File: src/v3n_pkg.sv
package v3n_pkg;

	localparam int COMP_W    = 32;
	localparam int SUM_W     = 64;
	localparam int ROOT_W    = 32;
	localparam int UNIT_FRAC = 30;
	localparam int QUO_W     = UNIT_FRAC + 1;

	// Magnitude and sign of one component
	typedef struct packed {
		logic              neg;
		logic [COMP_W-1:0] mag;
	} v3n_comp_t;

endpackage

File: src/v3n_square_lane.sv
module v3n_square_lane
	import v3n_pkg::*;
(
	input  logic                     clk,
	input  logic                     en,
	input  logic signed [COMP_W-1:0] comp,
	output v3n_comp_t                comp_s1,
	output logic [SUM_W-1:0]         sq_s1
);

	logic [COMP_W-1:0] mag;

	// Take the magnitude; the most negative value maps to 2^31 unchanged
	always_comb begin
		mag = comp[COMP_W-1] ? (~comp + 1'b1) : comp;
	end

	// Register the square
	always_ff @(posedge clk) begin
		if (en) begin
			comp_s1.neg <= comp[COMP_W-1];
			comp_s1.mag <= mag;
			sq_s1       <= SUM_W'(mag) * SUM_W'(mag);
		end
	end

endmodule

File: config.mk
export PLATFORM = sky130hd
export DESIGN_NAME = v3n_square_lane
export DESIGN_NICKNAME = d
export VERILOG_FILES = /design/src/v3n_pkg.sv /design/src/v3n_square_lane.sv
export SDC_FILE = /design/constraint.sdc
export NUM_CORES = 2
export LEC_CHECK = 0
export BUFFER_PORTS_ARGS = -buffer_cell sky130_fd_sc_hd__buf_2
export CAP_MARGIN = 10
export CELL_PAD_IN_SITES_DETAIL_PLACEMENT = 1
export CELL_PAD_IN_SITES_GLOBAL_PLACEMENT = 2
export CORE_UTILIZATION = 38
export DETAILED_ROUTE_END_ITERATION = 6
export GPL_ROUTABILITY_DRIVEN = 0
export PLACE_DENSITY_LB_ADDON = 0.1
export SYNTH_ARGS = -nofsm -noshare
export SYNTH_HDL_FRONTEND = slang
export SYNTH_SLANG_ARGS = --single-unit
File: constraint.sdc
create_clock -name clk -period 9.7 [get_ports clk]
set_input_delay 0.485 -clock clk [delete_from_list [all_inputs] [get_ports clk]]
set_output_delay 0.485 -clock clk [all_outputs]
set_load 0.02 [all_outputs]
### Word-level counts from Yosys, hierarchy flattened

Index checks and enable logic that the tools add are counted.

| word-level totals | value |
|---|---|
| word-level logic and storage cells | 7 |
| bits of input ports | 34 |
| register bits | 97 |
| output and inout port bits | 97 |

| cells by class | value |
|---|---|
| $add $sub $neg | 1 |
| bitwise operators | 1 |
| multiplexer cells | 1 |
| $mul | 1 |

Operators by type and width:

| cell | count |
|---|---|
| $mul A32 B32 Y64 | 1 |
| $add A32 B1 Y32 const B | 1 |
| $mux W32 | 1 |
| $not A32 Y32 | 1 |

### Depth between registers and ports, before layout

| depth | value |
|---|---|
| word-level depth | 4 |
| depth in mapped cells | 40 |
| depth with buffers taken out | 36 |

### Least setup slack after synthesis

OpenSTA, ideal clock, no wires.

| timing path | value |
|---|---|
| path kind | input-to-reg |
| from | input comp[0] |
| to | register sq_s1[62] (data pin) |
| setup slack | -0.466 ns |
| arrival | 9.892 ns |
| path buffers | 5 |
| required time | 9.426 ns |
| library setup time | 0.274 ns |
| stages on the path | 37 |
| cells stage by stage | inv_1 > clkbuf_1 > clkbuf_1 > ha_1 > nand2b_1 > or4_4 > nand2b_4 > or4_4 > or3_4 > o21ai_1 > xnor2_1 > buf_2 > buf_4 > nand2_1 > fa_1 > fa_1 > inv_1 > fa_1 > inv_1 > fa_1 > inv_1 > fa_1 > fa_1 > fa_1 > inv_1 > fa_1 > inv_1 > ha_1 > clkbuf_1 > nand4_1 > or2_2 > a21oi_1 > a21oi_1 > o21ai_0 > o21ai_0 > o41ai_1 > xor2_1 |

| on the way | value |
|---|---|
| cells in the longest elaborated chain, start to end | 4 |

RTL lines:

| element | line | source |
|---|---|---|
| start, declared | v3n_square_lane.sv:6 | `input logic signed [COMP_W-1:0] comp,` |
| $not A32 Y32 | v3n_square_lane.sv:15 | `mag = comp[COMP_W-1] ? (~comp + 1'b1) : comp;` |
| $add A32 B1 Y32 | v3n_square_lane.sv:15 |  |
| $mux W32 | v3n_square_lane.sv:15 |  |
| via mag[26] | v3n_square_lane.sv:11 | `logic [COMP_W-1:0] mag;` |
| $mul A32 B32 Y64 | v3n_square_lane.sv:23 | `sq_s1 <= SUM_W'(mag) * SUM_W'(mag);` |
| end signal, assigned | v3n_square_lane.sv:23 |  |
| end, declared | v3n_square_lane.sv:8 | `output logic [SUM_W-1:0] sq_s1` |

The timed path passes the listed nets, and every way through them passes these cells.
A chain may end at the register's enable or synchronous reset.

### Final worst setup path

| timing path | value |
|---|---|
| from | input comp[4] |
| to | register sq_s1[62] (data pin) |

| on the way | value |
|---|---|
| cells in the longest elaborated chain, start to end | 4 |

RTL lines:

| element | line |
|---|---|
| $not A32 Y32 | v3n_square_lane.sv:15 |
| $add A32 B1 Y32 | v3n_square_lane.sv:15 |
| $mux W32 * | v3n_square_lane.sv:15 |
| $mul A32 B32 Y64 * | v3n_square_lane.sv:23 |

Mark *: on every way between the ends. The rest lies on a longest branch, timed or not.

==> impl_results.rst <==
.. list-table::
   :header-rows: 1

   * - Metric
     - Value
   * - Biggest cell delay along the critical path
     - about 0.61 ns
   * - Number of clock sinks
     - 95
   * - Most common library cell in the layout ignoring fill and taps
     - sky130_fd_sc_hd__inv_1
   * - Period Utilization, post-route
     - 99.0%
   * - Effective utilization at floorplan
     - a little under two fifths
   * - First-pass GRT wire length
     - 173 mm
   * - Outcome
     - completed
   * - Share of synthesized registers carrying an async set or reset
     - 0%
   * - Worst Setup End Kind
     - flip-flop
   * - Via count
     - 24.5k
   * - H-tree depth reported by CTS
     - 3
   * - GRT Resource Usage Total
     - 27.5%
   * - Clock transition at the registers of the reported paths
     - roughly 0.10 ns
   * - Syn Inst Count
     - roughly 3.3k
   * - Total detailed-routing wirelength
     - 114 mm
   * - Sequential cell area fraction in the yosys report
     - 8.91%
   * - Fmax
     - 0.104 GHz
   * - Post-route minimum period
     - just under 10 ns
   * - Seq cells post-synth
     - 95
   * - First drt pass iteration count
     - 5
   * - Via count of the first global-routing pass
     - 28.8k
   * - Count of final setup violators
     - 0
   * - DRC viols
     - 0
   * - Die extent in x
     - between 200 and 300 µm
   * - Filler cell count in the final layout
     - 9,541
   * - TritonCTS clock tree
     - yes
   * - CTS buffer count
     - 9
   * - Detailed-route vias per instance
     - 4.89
   * - Cts hold-fix bufs
     - 0
   * - WP data required
     - 9.87 ns
   * - Max Cap Viol
     - 0
   * - Antenna viol nets, final
     - 0
   * - Critical Path Fanout Max
     - 4
   * - Startpoint class of the critical path
     - primary input
   * - CTS Root Cell
     - sky130_fd_sc_hd__clkbuf_16
   * - Initial antenna violation count
     - 1
   * - Violation count after the first detailed-route iteration
     - 982
   * - YS warnings
     - 0
   * - Average cell area after synthesis
     - 9.58 µm²
   * - Leftover overflow at the end of global routing
     - 0
   * - Synthesized area
     - 32,000 µm²
   * - Die outline height
     - a little under 300 µm
   * - Unique cell type count in the Yosys netlist
     - 66
   * - Final core utilization
     - 46.8%
   * - Type of the most critical hold path
     - in -> reg
   * - Maximum number of pins on one net before global-route repair
     - 63
   * - Number of flops mapped to enable cells by yosys
     - 95
   * - Transition at the pin with the smallest max-transition slack
     - 0.880 ns
   * - # port buffers
     - 129
   * - NumNets Final
     - 5,023
   * - Area enclosed by the die boundary
     - 85,400 µm²
   * - Buffers from clock root to sink, at most
     - 2
   * - Final Hold Violating Endpoints
     - 0
   * - Worst-case headroom to the max-slew limit
     - 41.4%
   * - Row Count
     - 106
   * - Placeable core area
     - 83,600 µm²
   * - RSZ-0062 raised after global routing
     - true
   * - Ratio of cells with drive above 1 in the final layout
     - 21.2%
   * - Number of max-slew violations in the final report
     - 0
   * - Commonest non-fill, non-tap cells in the layout
     - 988 x sky130_fd_sc_hd__inv_1, 780 x sky130_fd_sc_hd__fa_1, 484 x sky130_fd_sc_hd__buf_4
   * - Routed len/inst
     - around 23 µm
   * - Area added between synthesis and finish
     - 22.2%
   * - Classification of the worst setup path
     - in -> reg
   * - Most numerous cell on the critical path
     - sky130_fd_sc_hd__fa_1
   * - Top flip-flop cell by instance count after synthesis
     - sky130_fd_sc_hd__edfxtp_1
   * - Crit path max-delay cell type
     - sky130_fd_sc_hd__fa_1
   * - Data arrival time of the critical path
     - a little under 10 ns
   * - Detailed placement HPWL
     - 99.5 mm
   * - Number of primary I/O pins
     - 131
registers in the layout (all words and copies together) (netlist names):
signal   count
sq_s1       62
comp_s1     33
critical path: cells and delay by family:
| family | cells | cell delay, ns |
|---|---|---|
| fa+ha+maj | 9 | 4.36 |
| simple gates | 8 | 2.61 |
| compound gates | 6 | 1.19 |
| buf+inv | 10 | 0.86 |
| xor+xnor | 2 | 0.24 |
final cells by class:
type / count / area, µm² / share of cell area (%)
Antenna cell: 2 / 5.00 / 0.0128
Clock buffer: 9 / 225 / 0.576
Clock inverter: 7 / 101 / 0.259
Inverter: 1013 / 3820 / 9.77
Multi-Input combinational cell: 2148 / 26000 / 66.4
Sequential cell: 95 / 2850 / 7.29
Tap cell: 1080 / 1350 / 3.45
Timing Repair Buffer: 646 / 4790 / 12.2
synth_stat cells (all sizes together) (14+ instances only):
master | number | area, µm²
fa | 795 | 15900
and2 | 19 | 119
inv | 1007 | 3780
ha | 281 | 3520
buf | 27 | 145
a21o | 31 | 233
clkbuf | 83 | 312
o21ai | 52 | 260
nand4 | 19 | 119
nand3 | 14 | 70.1
a21oi | 82 | 410
xnor2 | 56 | 524
xor2 | 57 | 507
nor2 | 292 | 1100
edfxtp | 95 | 2850
nand2 | 291 | 1090
logic make-up after synthesis:
kind of cell,share of synthesized area (%)
DFF,8.91
AOI/OAI and AO/OA,4.80
xor gates and xnor gates,3.22
and+or+nand+nor,9.03
buffers and inverters,13.3
adders and majority gates,60.7
muxes,0.0352
other,0.0235
metrics by stage:
step                      hold slack (ns)  std cells  instance area (µm²)  TNS, ns  setup WS (ns)
after CTS                           0.445       4981                38300  -0.0189        -0.0108
after global placement              0.883       4954                37600   -17.86         -0.962
after detailed placement            0.893       4954                37600   -20.19          -1.02
final                               0.477       5000                39100        0         0.0989
after floorplan                     0.584       3366                32100        0         0.0129
after global routing                0.467       4998                39100   -0.580        -0.0925
layer usage:
| layer | GRT usage [%] | share of wire, % | vias to the layer above | wire [µm] |
|---|---|---|---|---|
| li1 | - | - | 10900 | - |
| met1 | 32.8 | 39 | 13000 | 44700 |
| met2 | 51.1 | 54 | 407 | 61400 |
| met3 | 2.56 | 2.8 | 173 | 3230 |
| met4 | 10.3 | 4.3 | 2 | 4970 |
| met5 | 0 | 0.011 | - | 13 |
path summary, 6_finish.rpt:
path | from | end | slack [ns] | depth (start not counted)
setup / recovery | comp[4] | sq_s1[62] | 0.1 | 35
hold / removal | comp[31] | comp_s1[32] | 0.48 | 1
timing repair:
item | in CTS | in global routing
pin swaps | 29 | 67
endpoints found under the setup margin | 25 | 25
resized for setup | 69 | 140
setup buffers | 12 | 21
Power is left out: the tool's default activity adds up to more than one toggle a clock period on the data nets, which glitch-free logic cannot reach.
