[src/v3n_pkg.sv]
package v3n_pkg;

	localparam int COMP_W    = 32;
	localparam int SUM_W     = 64;
	localparam int ROOT_W    = 32;
	localparam int UNIT_FRAC = 30;
	localparam int QUO_W     = UNIT_FRAC + 1;

	// Magnitude and sign of one component
	typedef struct packed {
		logic              neg;
		logic [COMP_W-1:0] mag;
	} v3n_comp_t;

endpackage

[src/v3n_div_lane.sv]
module v3n_div_lane
	import v3n_pkg::*;
(
	input  logic              clk,
	input  logic              arst_n,
	input  logic              en,
	input  logic              in_valid,
	input  logic [ROOT_W-1:0] divisor,
	input  v3n_comp_t         comp,
	output logic              out_valid,
	output logic [QUO_W-1:0]  quo,
	output logic              neg,
	output logic [ROOT_W-1:0] out_divisor
);

	logic              valid_s [0:QUO_W];
	logic [ROOT_W-1:0] rem_s   [0:QUO_W];
	logic [QUO_W-1:0]  quo_s   [0:QUO_W];
	logic [ROOT_W-1:0] dvs_s   [0:QUO_W];
	logic              neg_s   [0:QUO_W];

	// Dividend is mag * 2^30; its top part mag/2 is already below the divisor
	assign valid_s[0] = in_valid;
	assign rem_s[0]   = {1'b0, comp.mag[COMP_W-1:1]};
	assign quo_s[0]   = '0;
	assign dvs_s[0]   = divisor;
	assign neg_s[0]   = comp.neg;

	// One quotient bit per stage, restoring
	for (genvar g = 0; g < QUO_W; g++) begin : g_stage
		logic [ROOT_W:0] shifted;
		logic            take;

		always_comb begin
			shifted = {rem_s[g], (g == 0) ? comp.mag[0] : 1'b0};
			take    = shifted >= {1'b0, dvs_s[g]};
		end

		always_ff @(posedge clk or negedge arst_n) begin
			if (!arst_n) begin
				valid_s[g+1] <= 1'b0;
			end else if (en) begin
				valid_s[g+1] <= valid_s[g];
			end
		end

		always_ff @(posedge clk) begin
			if (en) begin
				rem_s[g+1] <= take ? ROOT_W'(shifted - {1'b0, dvs_s[g]})
					: ROOT_W'(shifted);
				quo_s[g+1] <= {quo_s[g][QUO_W-2:0], take};
				dvs_s[g+1] <= dvs_s[g];
				neg_s[g+1] <= neg_s[g];
			end
		end
	end

	assign out_valid   = valid_s[QUO_W];
	assign quo         = quo_s[QUO_W];
	assign neg         = neg_s[QUO_W];
	assign out_divisor = dvs_s[QUO_W];

endmodule

[config.mk]
export PLATFORM = sky130hd
export DESIGN_NAME = v3n_div_lane
export DESIGN_NICKNAME = d
export VERILOG_FILES = /design/src/v3n_pkg.sv /design/src/v3n_div_lane.sv
export SDC_FILE = /design/constraint.sdc
export NUM_CORES = 2
export LEC_CHECK = 0
export ABC_CLOCK_PERIOD_IN_PS = 4400
export BUFFER_PORTS_ARGS = -buffer_cell sky130_fd_sc_hd__buf_2
export CORE_ASPECT_RATIO = 0.6
export CORE_MARGIN = 8
export CORE_UTILIZATION = 40
export DETAILED_ROUTE_END_ITERATION = 7
export PLACE_DENSITY = 0.54
export SLEW_MARGIN = 20
export SYNTH_ARGS = -nofsm -noshare
export SYNTH_HDL_FRONTEND = slang
export SYNTH_SLANG_ARGS = --single-unit
export TNS_END_PERCENT = 5
[constraint.sdc]
create_clock -name clk -period 4.4 [get_ports clk]
set_clock_uncertainty 0.2 [all_clocks]
set_input_delay 0.44 -clock clk [delete_from_list [all_inputs] [get_ports clk]]
set_output_delay 0.44 -clock clk [all_outputs]
set_load 0.005 [all_outputs]
* After elaboration in Yosys (flattened, before gate mapping)
Cells that the tools add are included.
W data, S select, Z words.
** Cells by class
- $add $sub $neg :: 30
- Order comparisons :: 31
- Muxes and demuxes :: 30
** Operators by type and width (count)
- $ge A33 B32 Y1 :: 30
- $mux W32 :: 30
- $sub A32 B32 Y32 :: 30
- $ge A32 B32 Y1 :: 1
** Word-level totals
- Bits in registers :: 2510
- Input port bits :: 69
- Word-level logic and storage cells :: 274

* Depth between registers and ports, before layout
- Depth in word-level cells :: 2
- Mapped depth :: 16

* Worst setup path before layout
Ideal clock, no wire load.
- Path kind :: reg-to-reg
- Start point :: register dvs_s[609] in the netlist's numbering
- End point :: register rem_s, in the netlist g_stage[13].shifted[10], data pin
- Setup time :: 262 ps
- Data arrival time :: 3170 ps
- Required time :: 3938 ps
- Slack :: 768 ps
- Stages on the path, launching flop included :: 15
- Cell sequence :: edfxtp_1 -> inv_1 -> ha_1 -> nor2b_1 -> o31a_1 -> o211ai_2 -> a21oi_1 -> o211ai_2 -> a31oi_1 -> a221o_1 -> a221oi_4 -> o21a_1 -> buf_4 -> buf_6 -> mux2_1
** On the way
- Longest elaborated chain between the ends :: 2
** Ends and longest elaborated chain
- start, declared :: RTL line v3n_div_lane.sv:19 : logic [ROOT_W-1:0] dvs_s [0:QUO_W];
- start signal, assigned by index :: RTL line v3n_div_lane.sv:52 : dvs_s[g+1] <= dvs_s[g];
- $sub A32 B32 Y32 or $ge A33 B32 Y1 (tied branches) :: RTL line v3n_div_lane.sv:49, v3n_div_lane.sv:36
- $mux W32 (*) :: RTL line v3n_div_lane.sv:49 : rem_s[g+1] <= take ? ROOT_W'(shifted - {1'b0, dvs_s[g]})
- end signal, assigned by index :: RTL line v3n_div_lane.sv:49
- end, declared :: RTL line v3n_div_lane.sv:17 : logic [ROOT_W-1:0] rem_s [0:QUO_W];
Mark *: on every way between the ends. The rest lies on a longest branch, timed or not.
A chain may end at the register's enable or synchronous reset.

* Worst setup path after layout
- Start point :: register dvs_s[234] in the netlist's numbering
- End point :: register rem_s, in the netlist g_stage[25].shifted[31], data pin
Same word-level chain as after synthesis.

==> impl_metrics.ini <==
[outcome]
run_status = completed

[grt]
grt-ovfl-total = 0
grtUsageTotal = 0.191
first_global_vias = 89500
antenna_violations_before_repair = 23
first_pass_grt_wire_length_mm = 552
grt_start_max_net_pins = 160

[synth]
synthArstFlopShare = 0.0124
synth-seq-area-share = 0.540
netlist_area_mm2 = 0.139
netlist-cell-type-count = 98
yosys_most_used_dff = sky130_fd_sc_hd__edfxtp_1
ys_ff_latch = 2510
synth-edff-count = 2479
post_synth.cell_area_avg_um2 = 11.4
cell_count_after_synthesis = 12200
ys_warn_count = 0
mappedNetlistNets = 13300

[timing]
sum_of_negative_setup_slack_ps = 0
max_slew_vio_count = 0
timing.final.hold_violations = 0
rsz0062_at_grt = true
post-route-min-period_ps = 4330
tightest_slew_ps = 1220
fmaxAchievable_mhz = 231
final.period_utilization = 0.984
slew_headroom = 0.186
timing.hold.ws_ps = 111
setup_viol_count_final = 0

[finish]
fillerInstances = 32000
final_net_count = 13700
fraction_of_final_layout_cells_with_drive_strength_greater_than_1 = 0.106
final_core_util = 0.450
flow.area_growth_from_synthesis_pct = 12.4

[power]
combinationalPowerShare = 0.471
internal_power_mw = 73.3
p_total_mw = 119
power.switching_mw = 45.3
power.share.clock = 0.196
seq_power_share = 0.334
max_vdd_drop_uv = 312
cellLeakagePower_nw = 63.8
swShare = 0.382
pwr_density_cell_mw_per_mm2 = 758

[routing]
wl_met2_mm = 131
top_signal_layer_used = met5
route.detailed.vias_per_inst = 5.42
drt_drc_violations_left = 0
drt_iter0_drc = 9767
route.layer.met1.wl_mm = 197
first_pass_iters = 8
routed-via-count = 94800
met3WireLength_mm = 29.5
detail_route.wirelength_mm = 364
routedWlPerCell_um = 20.8
route.antenna.remaining_nets = 0

[clock_tree]
clock-sinks = 2510
ctsLongestPathBuffers = 4
cts_buffers = 275
htree_num_levels = 5
cts.clk_slew.worst_paths_ps = 60
tritoncts = yes
cts_root_buffer = sky130_fd_sc_hd__clkbuf_16
insertion_delay_ps = 870
cts.repair_timing.setup_buffer_count = 0

[critical_path]
timing.setup.critical_path_class = reg2reg
crit_buf_inv = 1
cpPeakStageDelay_ps = 560
crit_slowest_cell = sky130_fd_sc_hd__a211oi_1
cp_cell_sequence = inv_1 -> ha_1 -> and3_1 -> nand2_1 -> or3_1 -> a211oi_1 -> nor3_1 -> o31a_1 -> o21ai_0 -> a21oi_1 -> xnor2_1 -> mux2_2
cp-start-kind = register
r2r_slack_ps = 70
critical_path_peak_fanout = 5
cp_data_required_time_ps = 4800
kind_of_cell_with_the_highest_combined_delay_on_the_critical_path = compound AO/OA/AOI/OAI gates
reg2reg_depth = 12
cp_data_arrival_time_ps = 4730
worst_r2r_endpoint = g_stage[25].shifted[31]
worst_setup_path_end_kind = register
worst_r2r_startpoint = dvs_s[234]

[hold_path]
timing.hold.worst_path_depth = 2
min-delay-path-class = in2reg
hp-start = divisor[9]
hold-path-endpoint = dvs_s[969]

[floorplanning]
die-width_um = 778
core_mm2 = 0.348
floorplan.rows = 168
die-area_mm2 = 0.368
chipHeight_um = 473
top_level_ports = 134
floorplan.initialDensity = 0.400

[place]
placement.io_buffers = 133
hpwl_mm = 277
place_congestion = 0.936

[flow_run]
cap_viol_max_count = 0
-- registers in the layout, indices dropped and copies added (netlist names), 30 cells and up --
name / cells
dvs_s: 960
g_stage.shifted: 960
quo_s: 465
out_divisor: 32
quo: 31
neg_s: 30
valid_s: 30
-- cell usage in the layout, fill, tap and decap left out, types with 131 or more instances in the layout --
cell and count:
sky130_fd_sc_hd__buf_4 205, sky130_fd_sc_hd__a21oi_1 921, sky130_fd_sc_hd__a21o_1 477, sky130_fd_sc_hd__ha_1 991
sky130_fd_sc_hd__nor2_1 644, sky130_fd_sc_hd__nor3_1 160, sky130_fd_sc_hd__nand2_1 844, sky130_fd_sc_hd__nor2b_1 154
sky130_fd_sc_hd__o21ai_0 723, sky130_fd_sc_hd__xor2_1 307, sky130_fd_sc_hd__nand4_1 131, sky130_fd_sc_hd__buf_2 132
sky130_fd_sc_hd__clkbuf_16 281, sky130_fd_sc_hd__inv_1 1275, sky130_fd_sc_hd__edfxtp_1 2479, sky130_fd_sc_hd__nand3_1 184
sky130_fd_sc_hd__xnor2_1 454, sky130_fd_sc_hd__mux2_2 448, sky130_fd_sc_hd__o21a_1 150
-- synth_stat cells, drive strengths merged (119+ instances only) --
library cell,count,area (um^2)
inv,1278,4800
ha,991,12400
nor3,161,806
nor2,645,2420
clkbuf,170,641
nand3,184,921
o21bai,119,893
o21ai,748,3750
xor2,307,2690
a21o,478,3590
xnor2,454,3980
nand4,131,820
o21a,151,1130
nor2b,154,963
buf,156,968
a21oi,926,4640
edfxtp,2479,74400
mux2,477,5370
nand2,844,3170
nand2b,130,813
-- repair_timing --
item / CTS / global route
hold buffers: 73 / 0
endpoints found under the setup margin: 0 / 134
gates resized for setup: 0 / 14
hold endpoints to repair: 163 / 0
-- metal layers --
| layer | track usage | up-vias |
|---|---|---|
| met5 | 0 | - |
| met4 | 0.0320 | 4 |
| met3 | 0.0408 | 375 |
| met2 | 0.238 | 3044 |
| met1 | 0.326 | 45900 |
| li1 | - | 45500 |
-- how the worst max path moves through the flow --
stage	startpoint	endpoint	depth (start not counted)
CTS	dvs_s[129]	g_stage[28].shifted[21]	13
global route	divisor[0]	g_stage[1].shifted[11]	16
detailed placement	dvs_s[129]	g_stage[28].shifted[6]	13
finish	dvs_s[234]	g_stage[25].shifted[31]	12
global placement	dvs_s[129]	g_stage[28].shifted[3]	13
floorplan	dvs_s[609]	g_stage[13].shifted[10]	14
-- final cells by class --
class / count / area (um^2) / area share
flip-flops and latches: 2510 / 75200 / 0.480
multi-input cells: 8060 / 58000 / 0.370
clock buffers: 318 / 7170 / 0.0458
well taps: 4675 / 5850 / 0.0374
inverters: 1278 / 4800 / 0.0306
repair buffers: 458 / 3900 / 0.0249
clock inverters: 168 / 1670 / 0.0107
diodes: 11 / 27.5 / 0.000176
-- worst register-to-register path: cells and delay by family (launching register included) --
family,cells,cell delay (ps)
fa+ha+maj,1,360
mux,1,260
simple gates,4,1140
compound gates,4,1550
flops,1,360
xor+xnor,1,140
buf+inv,1,50
-- kinds of logic after synthesis --
logic type / synth area share
AOI/OAI and AO/OA: 0.142
and+or+nand+nor: 0.0904
DFF: 0.540
buffers and inverters: 0.0460
adders and majority gates: 0.0933
xor gates and xnor gates: 0.0478
muxes: 0.0413
-- stage by stage --
stage / setup WS [ps] / area (um^2) / instances
finish: 70.0 / 157000 / 17500
global route: -126 / 157000 / 17500
CTS: 3.27 / 157000 / 17500
detailed placement: 63.2 / 147000 / 16900
global placement: -79.9 / 147000 / 16900
floorplan: 768 / 139000 / 12200
-- power groups by stage --
stage	Sequential, mW	Clock [mW]	Combinational [mW]
6_report	39.6	23.2	55.8
5_1_grt	40.2	24.9	61.6
4_1_cts	39.7	24.1	55.1
3_5_place_dp	40.1	0	54.5
3_3_place_gp	40.1	0	53.7
2_1_floorplan	37.7	0	40.5
Power figures use the tool's default switching activity.
