## src/v3n_pkg.sv

```systemverilog
package v3n_pkg;

	localparam int COMP_W    = 32;
	localparam int SUM_W     = 64;
	localparam int ROOT_W    = 32;
	localparam int UNIT_FRAC = 30;
	localparam int QUO_W     = UNIT_FRAC + 1;

	// Magnitude and sign of one component
	typedef struct packed {
		logic              neg;
		logic [COMP_W-1:0] mag;
	} v3n_comp_t;

endpackage

```

## src/v3n_sqrt.sv

```systemverilog
module v3n_sqrt
	import v3n_pkg::*;
#(
	parameter int SIDE_W = 1
) (
	input  logic              clk,
	input  logic              arst_n,
	input  logic              en,
	input  logic              in_valid,
	input  logic [SUM_W-1:0]  radicand,
	input  logic [SIDE_W-1:0] in_side,
	output logic              out_valid,
	output logic [ROOT_W-1:0] root,
	output logic [SIDE_W-1:0] out_side
);

	localparam int REM_W = SUM_W + 2;

	logic              valid_s [0:ROOT_W];
	logic [REM_W-1:0]  rem_s   [0:ROOT_W];
	logic [ROOT_W-1:0] root_s  [0:ROOT_W];
	logic [SIDE_W-1:0] side_s  [0:ROOT_W];

	assign valid_s[0] = in_valid;
	assign rem_s[0]   = REM_W'(radicand);
	assign root_s[0]  = '0;
	assign side_s[0]  = in_side;

	// One root bit per stage, most significant first
	for (genvar g = 0; g < ROOT_W; g++) begin : g_stage
		localparam int B = ROOT_W - 1 - g;
		logic [REM_W-1:0] trial;
		logic             take;

		always_comb begin
			trial = (REM_W'(root_s[g]) << (B + 1)) + (REM_W'(1) << (2 * B));
			take  = rem_s[g] >= trial;
		end

		always_ff @(posedge clk or negedge arst_n) begin
			if (!arst_n) begin
				valid_s[g+1] <= 1'b0;
			end else if (en) begin
				valid_s[g+1] <= valid_s[g];
			end
		end

		always_ff @(posedge clk) begin
			if (en) begin
				rem_s[g+1]  <= take ? rem_s[g] - trial : rem_s[g];
				root_s[g+1] <= take ? (root_s[g] | (ROOT_W'(1) << B)) : root_s[g];
				side_s[g+1] <= side_s[g];
			end
		end
	end

	assign out_valid = valid_s[ROOT_W];
	assign root      = root_s[ROOT_W];
	assign out_side  = side_s[ROOT_W];

endmodule

```

## config.mk

```make
export PLATFORM = sky130hd
export DESIGN_NAME = v3n_sqrt
export DESIGN_NICKNAME = d
export VERILOG_FILES = /design/src/v3n_pkg.sv /design/src/v3n_sqrt.sv
export SDC_FILE = /design/constraint.sdc
export NUM_CORES = 2
export LEC_CHECK = 0
export BUFFER_PORTS_ARGS = -buffer_cell sky130_fd_sc_hd__clkbuf_2
export CORE_MARGIN = 8
export CORE_UTILIZATION = 35
export CTS_CLUSTER_SIZE = 24
export DETAILED_ROUTE_END_ITERATION = 8
export PLACE_DENSITY = 0.6
export SLEW_MARGIN = 20
export SYNTH_ARGS = -nofsm -noshare
export SYNTH_HDL_FRONTEND = slang
export SYNTH_SLANG_ARGS = --single-unit
```

## constraint.sdc

```tcl
create_clock -name clk -period 3.4 [get_ports clk]
set_input_delay 0.68 -clock clk [delete_from_list [all_inputs] [get_ports clk]]
set_output_delay 0.68 -clock clk [all_outputs]
set_load 0.005 [all_outputs]
```

# [After elaboration in Yosys (flattened, before gate mapping)]
# Index checks and enable logic that the tools add are counted.
[totals] regBits=3133 input_bits=69 output_inout_bits=34 elab_cells=285
[op_classes] n_addsub=62 magnitude_cmp=32 n_mux=32
[op_table] op="66-bit 2-to-1 mux" n=30
[op_table] op="66-bit by 34-bit greater-or-equal comparator with 1-bit output" n=1
[op_table] op="66-bit by 35-bit greater-or-equal comparator with 1-bit output" n=1
[op_table] op="66-bit by 36-bit greater-or-equal comparator with 1-bit output" n=1
[op_table] op="66-bit by 37-bit greater-or-equal comparator with 1-bit output" n=1
[op_table] op="66-bit by 38-bit greater-or-equal comparator with 1-bit output" n=1
[op_table] op="66-bit by 39-bit greater-or-equal comparator with 1-bit output" n=1
[op_table] op="66-bit by 40-bit greater-or-equal comparator with 1-bit output" n=1
[op_table] op="66-bit by 41-bit greater-or-equal comparator with 1-bit output" n=1
[op_table] op="66-bit by 42-bit greater-or-equal comparator with 1-bit output" n=1
[op_table] op="66-bit by 43-bit greater-or-equal comparator with 1-bit output" n=1
[op_table] op="66-bit by 44-bit greater-or-equal comparator with 1-bit output" n=1
[op_table] op="66-bit by 45-bit greater-or-equal comparator with 1-bit output" n=1
[op_table] op="66-bit by 46-bit greater-or-equal comparator with 1-bit output" n=1
[op_table] op="66-bit by 47-bit greater-or-equal comparator with 1-bit output" n=1
[op_table] op="66-bit by 48-bit greater-or-equal comparator with 1-bit output" n=1
[op_table] op="66-bit by 49-bit greater-or-equal comparator with 1-bit output" n=1
[op_table] op="66-bit by 50-bit greater-or-equal comparator with 1-bit output" n=1
[op_table] op="66-bit by 51-bit greater-or-equal comparator with 1-bit output" n=1
[op_table] op="66-bit by 52-bit greater-or-equal comparator with 1-bit output" n=1
[op_table] op="66-bit by 53-bit greater-or-equal comparator with 1-bit output" n=1
[op_table] op="66-bit by 54-bit greater-or-equal comparator with 1-bit output" n=1
[op_table] op="66-bit by 55-bit greater-or-equal comparator with 1-bit output" n=1
[op_table] op="66-bit by 56-bit greater-or-equal comparator with 1-bit output" n=1
[op_table] op="73 further kinds" n=73

# [Longest topological paths before layout]
[logic_depth] word_depth=3 ltp_mapped=14 ltp_nobuf=12

# [Least setup slack after synthesis]
# Ideal clock, no wire load.
[synth_path] path_type="register to register" from="register rem_s[341] (netlist bit)" to="register rem_s[312] (netlist bit) (data pin)" setup_ns=0.258 arrival_time_ns=3.282 t_required_ns=3.142 path_slack_ns=-0.140 stages_incl_launch_ff=10 n_path_buf=0 synth_period_minus_slack_ns=3.540 cell_sequence="edfxtp_1 ha_1 or4b_2 or4_1 nor4_1 a311oi_1 a211o_1 a21o_1 or4_1 xnor2_1"
[synth_between] elab_chain_cells=2 elab_cells_between_ends=3 classes_between="add/sub: 1; order compare: 1; mux: 1"
[synth_rtl] item="start, declared" line="v3n_sqrt.sv:20" text="logic [REM_W-1:0] rem_s [0:ROOT_W];"
[synth_rtl] item="start signal, assigned by index" line="v3n_sqrt.sv:50" text="rem_s[g+1] <= take ? rem_s[g] - trial : rem_s[g];"
[synth_rtl] item="66-bit by 38-bit subtractor with 66-bit output / 66-bit by 38-bit greater-or-equal comparator with 1-bit output (equally long branches)" line="v3n_sqrt.sv:50, v3n_sqrt.sv:37"
[synth_rtl] item="66-bit 2-to-1 mux (*)" line="v3n_sqrt.sv:50"
# Every way passes the cells marked *; elsewhere a longest branch is shown, timed or not.
# A chain may end at the register's enable or synchronous reset.

# [Final worst setup path]
[layout_path] from="register rem_s[644] (netlist bit)" to="register rem_s[590] (netlist bit) (data pin)"
[layout_between] elab_chain_cells=2 elab_cells_between_ends=3 classes_between="add/sub: 1; order compare: 1; mux: 1"
[layout_rtl] item="66-bit by 42-bit subtractor with 66-bit output / 66-bit by 42-bit greater-or-equal comparator with 1-bit output (equally long branches)" line="v3n_sqrt.sv:50, v3n_sqrt.sv:37"
[layout_rtl] item="66-bit 2-to-1 mux (*)" line="v3n_sqrt.sv:50"
# Marks and branches as above.

==> results.cfg <==
[status]
status = complete, but fails checks
violations = negative setup slack

[clock_tree]
cts_sinks = 2637
tritoncts = yes
clk_pin_slew_ns = 0.06
clockBufferDepth = 4
worstSkewPairLatency_ns = 0.92
h-tree-depth = 5
root_buffer = clkbuf_16
numCtsBuffers = 297

[synth]
synth_top_area_cell = edfxtp_1
ys_warn_count = 0
synthTopCellsByCount = edfxtp_1, nor2_1, inv_1
synth.top_cell.area_share_pct = 61.92
syn_area_sq_mm = 0.1263
yosysSeqAreaShare_pct = 62.56
yosysMostFrequentCell = edfxtp_1
synth_nets = 10690
synth_edf_count = 2605
syn_inst = 10060
syn_avg_cell_area_sq_um = 12.56
synth_area_leaders = edfxtp_1, ha_1, xnor2_1
synth_flop_cell = edfxtp_1
async_reset_ff_share_pct = 1.214
yosysUniqueCellTypes = 94
synth-seq-cells = 2637

[floorplanning]
ios = 103
dieArea_sq_mm = 0.3804
die_w_um = 616.8
die_h_um = 616.8
coreArea_sq_mm = 0.3592
start_util_pct = 35.17
rows = 220

[timing]
period_share_pct = 105.3
hold_viol = 0
fin_setup_tns_ns = -5.656
rsz0062_at_grt = true
worst-slew-pin-transition_ns = 0.9511
worst_hold_slack_ns = 0.1147
relSlewSlack_pct = 36.43
fmax_mhz = 279.2
final.setup_skew_ns = 0.1116
setup_viol = 55
period_needed_ns = 3.581
fin_ws_ns = -0.1812
maxSlewViolCount = 0

[global_route]
grt_pass1_wl_mm = 512.4
antenna_found_initial = 7
grtUsageTotal_pct = 17.13
grt_pass1_vias = 86280
grt-ovfl-total = 0
grt_max_degree = 144

[cells_and_area]
multiInputGateArea_sq_mm = 0.04698
seqCellArea_sq_mm = 0.07903
layout-drive-gt1-share_pct = 19.80
fill_cells = 32560
nNetsFinal = 12130
area_growth_pct = 22.90
final_cells = 16510
post-route-cell-area_sq_mm = 0.1553

[run]
cap_viol_max_count = 0

[drt]
wl_mm = 342.5
drcViolationCount = 0
wl_per_cell_um = 20.74
vias = 85590
ant_nets = 0
first_pass_iters = 6
detail_route.iter0.violations = 6210
vias_per_cell = 5.184

[pwr]
pwr-share-clk_pct = 31.6
power.net_switching_mw = 29.96
pwr-share-comb_pct = 23.8
p_int_mw = 69.95
leakage_nw = 59.28
cellPowerDensity_mw_per_mm2 = 643.5
sw_frac_of_total_pct = 29.99
power_mw = 99.91
peakVddDrop_v = 0.0004420
p_seq_share_pct = 44.6

[critical_path]
crit_path_end_kind = flip-flop
worstSetupPathType = flip-flop to flip-flop
path_max_fanout = 5
critPathArrivalTime_ns = 4.12
required_ns = 3.94
start_kind = flip-flop

[placement]
place_area_sq_mm = 0.1409
port-buffer-count = 102
dpl.hpwl_mm = 261.2
place_inst = 15810
gp_congestion = 0.9836

[min_path]
hp-class = primary input to flip-flop
layout by cell type (no fill, tap or decap), types with 304 or more instances in the layout:
master / count
a21oi_1: 539
buf_4: 1074
clkbuf_16: 304
edfxtp_1: 2605
ha_1: 532
inv_1: 690
nand2_1: 596
nor2_1: 665
nor4_1: 305
o21ai_0: 421
xnor2_1: 466
xor2_1: 444
final cells by class:
type                    count  share of cell area, %
clock buffers             351                  4.959
flip-flops and latches   2637                  50.90
inverters                 698                  1.690
diodes                      5               0.008059
clock inverters           182                  1.191
well taps                4773                  3.847
repair buffers           1356                  7.145
multi-input cells        6508                  30.26
what timing repair did:
action,CTS,global route
hold buffers,64,0
cloned,6,4
gates resized for setup,238,415
setup endpoints to repair,452,576
hold endpoints to repair,95,0
buffers inserted,34,62
pin swaps,54,140
worst paths after layout:
| path | startpoint | slack, ns | end | cells past startpoint |
|---|---|---|---|---|
| max | rem_s[644] | -0.18 | rem_s[590] | 10 |
| min | in_valid | 0.11 | valid_s[31] | 2 |
| max reg2reg | rem_s[644] | -0.18 | rem_s[590] | 10 |
| min reg2reg | root_s[630] | 0.40 | root_s[598] | 0 |
| max in group asynchronous | arst_n | 2.42 | valid_s[20] | 2 |
| min in group asynchronous | arst_n | 0.50 | out_valid | 2 |
layer usage:
metal | GRT usage [%] | vias up | routed length [um]
met4 | 5.501 | 2 | 12870
met1 | 20.17 | 42130 | 136200
met3 | 2.358 | 651 | 15360
met5 | 0 | - | 13
met2 | 32.03 | 2079 | 178000
li1 | - | 40730 | -
critical path: stages (launching register included):
cell	delay [ns]
edfxtp_1	0.41
or3_4	0.38
or4_4	0.43
or4_4	0.43
or3_4	0.34
or4_4	0.44
a211oi_4	0.28
nand2_4	0.14
buf_6	0.14
nor3b_1	0.13
xor2_1	0.15
metrics by stage:
step	setup WS [ns]	util, %
2_1_floorplan	-0.07700	-
3_3_place_gp	-0.6233	39.21
3_5_place_dp	-0.6001	39.21
4_1_cts	-0.2026	42.47
5_1_grt	-0.2575	43.22
6_report	-0.1812	43.22
power groups by stage:
| stage | Combinational [mW] | Sequential, mW | Clock, mW |
|---|---|---|---|
| floorplan | 13.8 | 43.2 | 0 |
| global placement | 21.8 | 45.1 | 0 |
| detailed placement | 22.1 | 45.1 | 0 |
| CTS | 22.7 | 44.5 | 32.4 |
| global route | 26.1 | 44.9 | 33.5 |
| finish | 23.8 | 44.6 | 31.6 |
cells by family (layout without fill, tap and decap cells):
kind of cell | count (synthesis) | count (layout) | share of synthesized area (%)
xor gates and xnor gates | 928 | 928 | 6.434
adders and majority gates | 558 | 558 | 5.527
buffers and inverters | 915 | 2587 | 2.761
AOI/OAI and AO/OA | 1890 | 1891 | 9.368
muxes | 114 | 114 | 1.017
DFF | 2637 | 2637 | 62.56
and+or+nand+nor | 3016 | 3017 | 12.34
other | 0 | 5 | 0
sequential cells by signal, indices dropped and copies added, names as in the netlist:
register / cells
valid_s: 31
root_s: 496
out_valid: 1
out_side: 1
rem_s: 2045
side_s: 31
root: 32
Power figures use the tool's default switching activity.
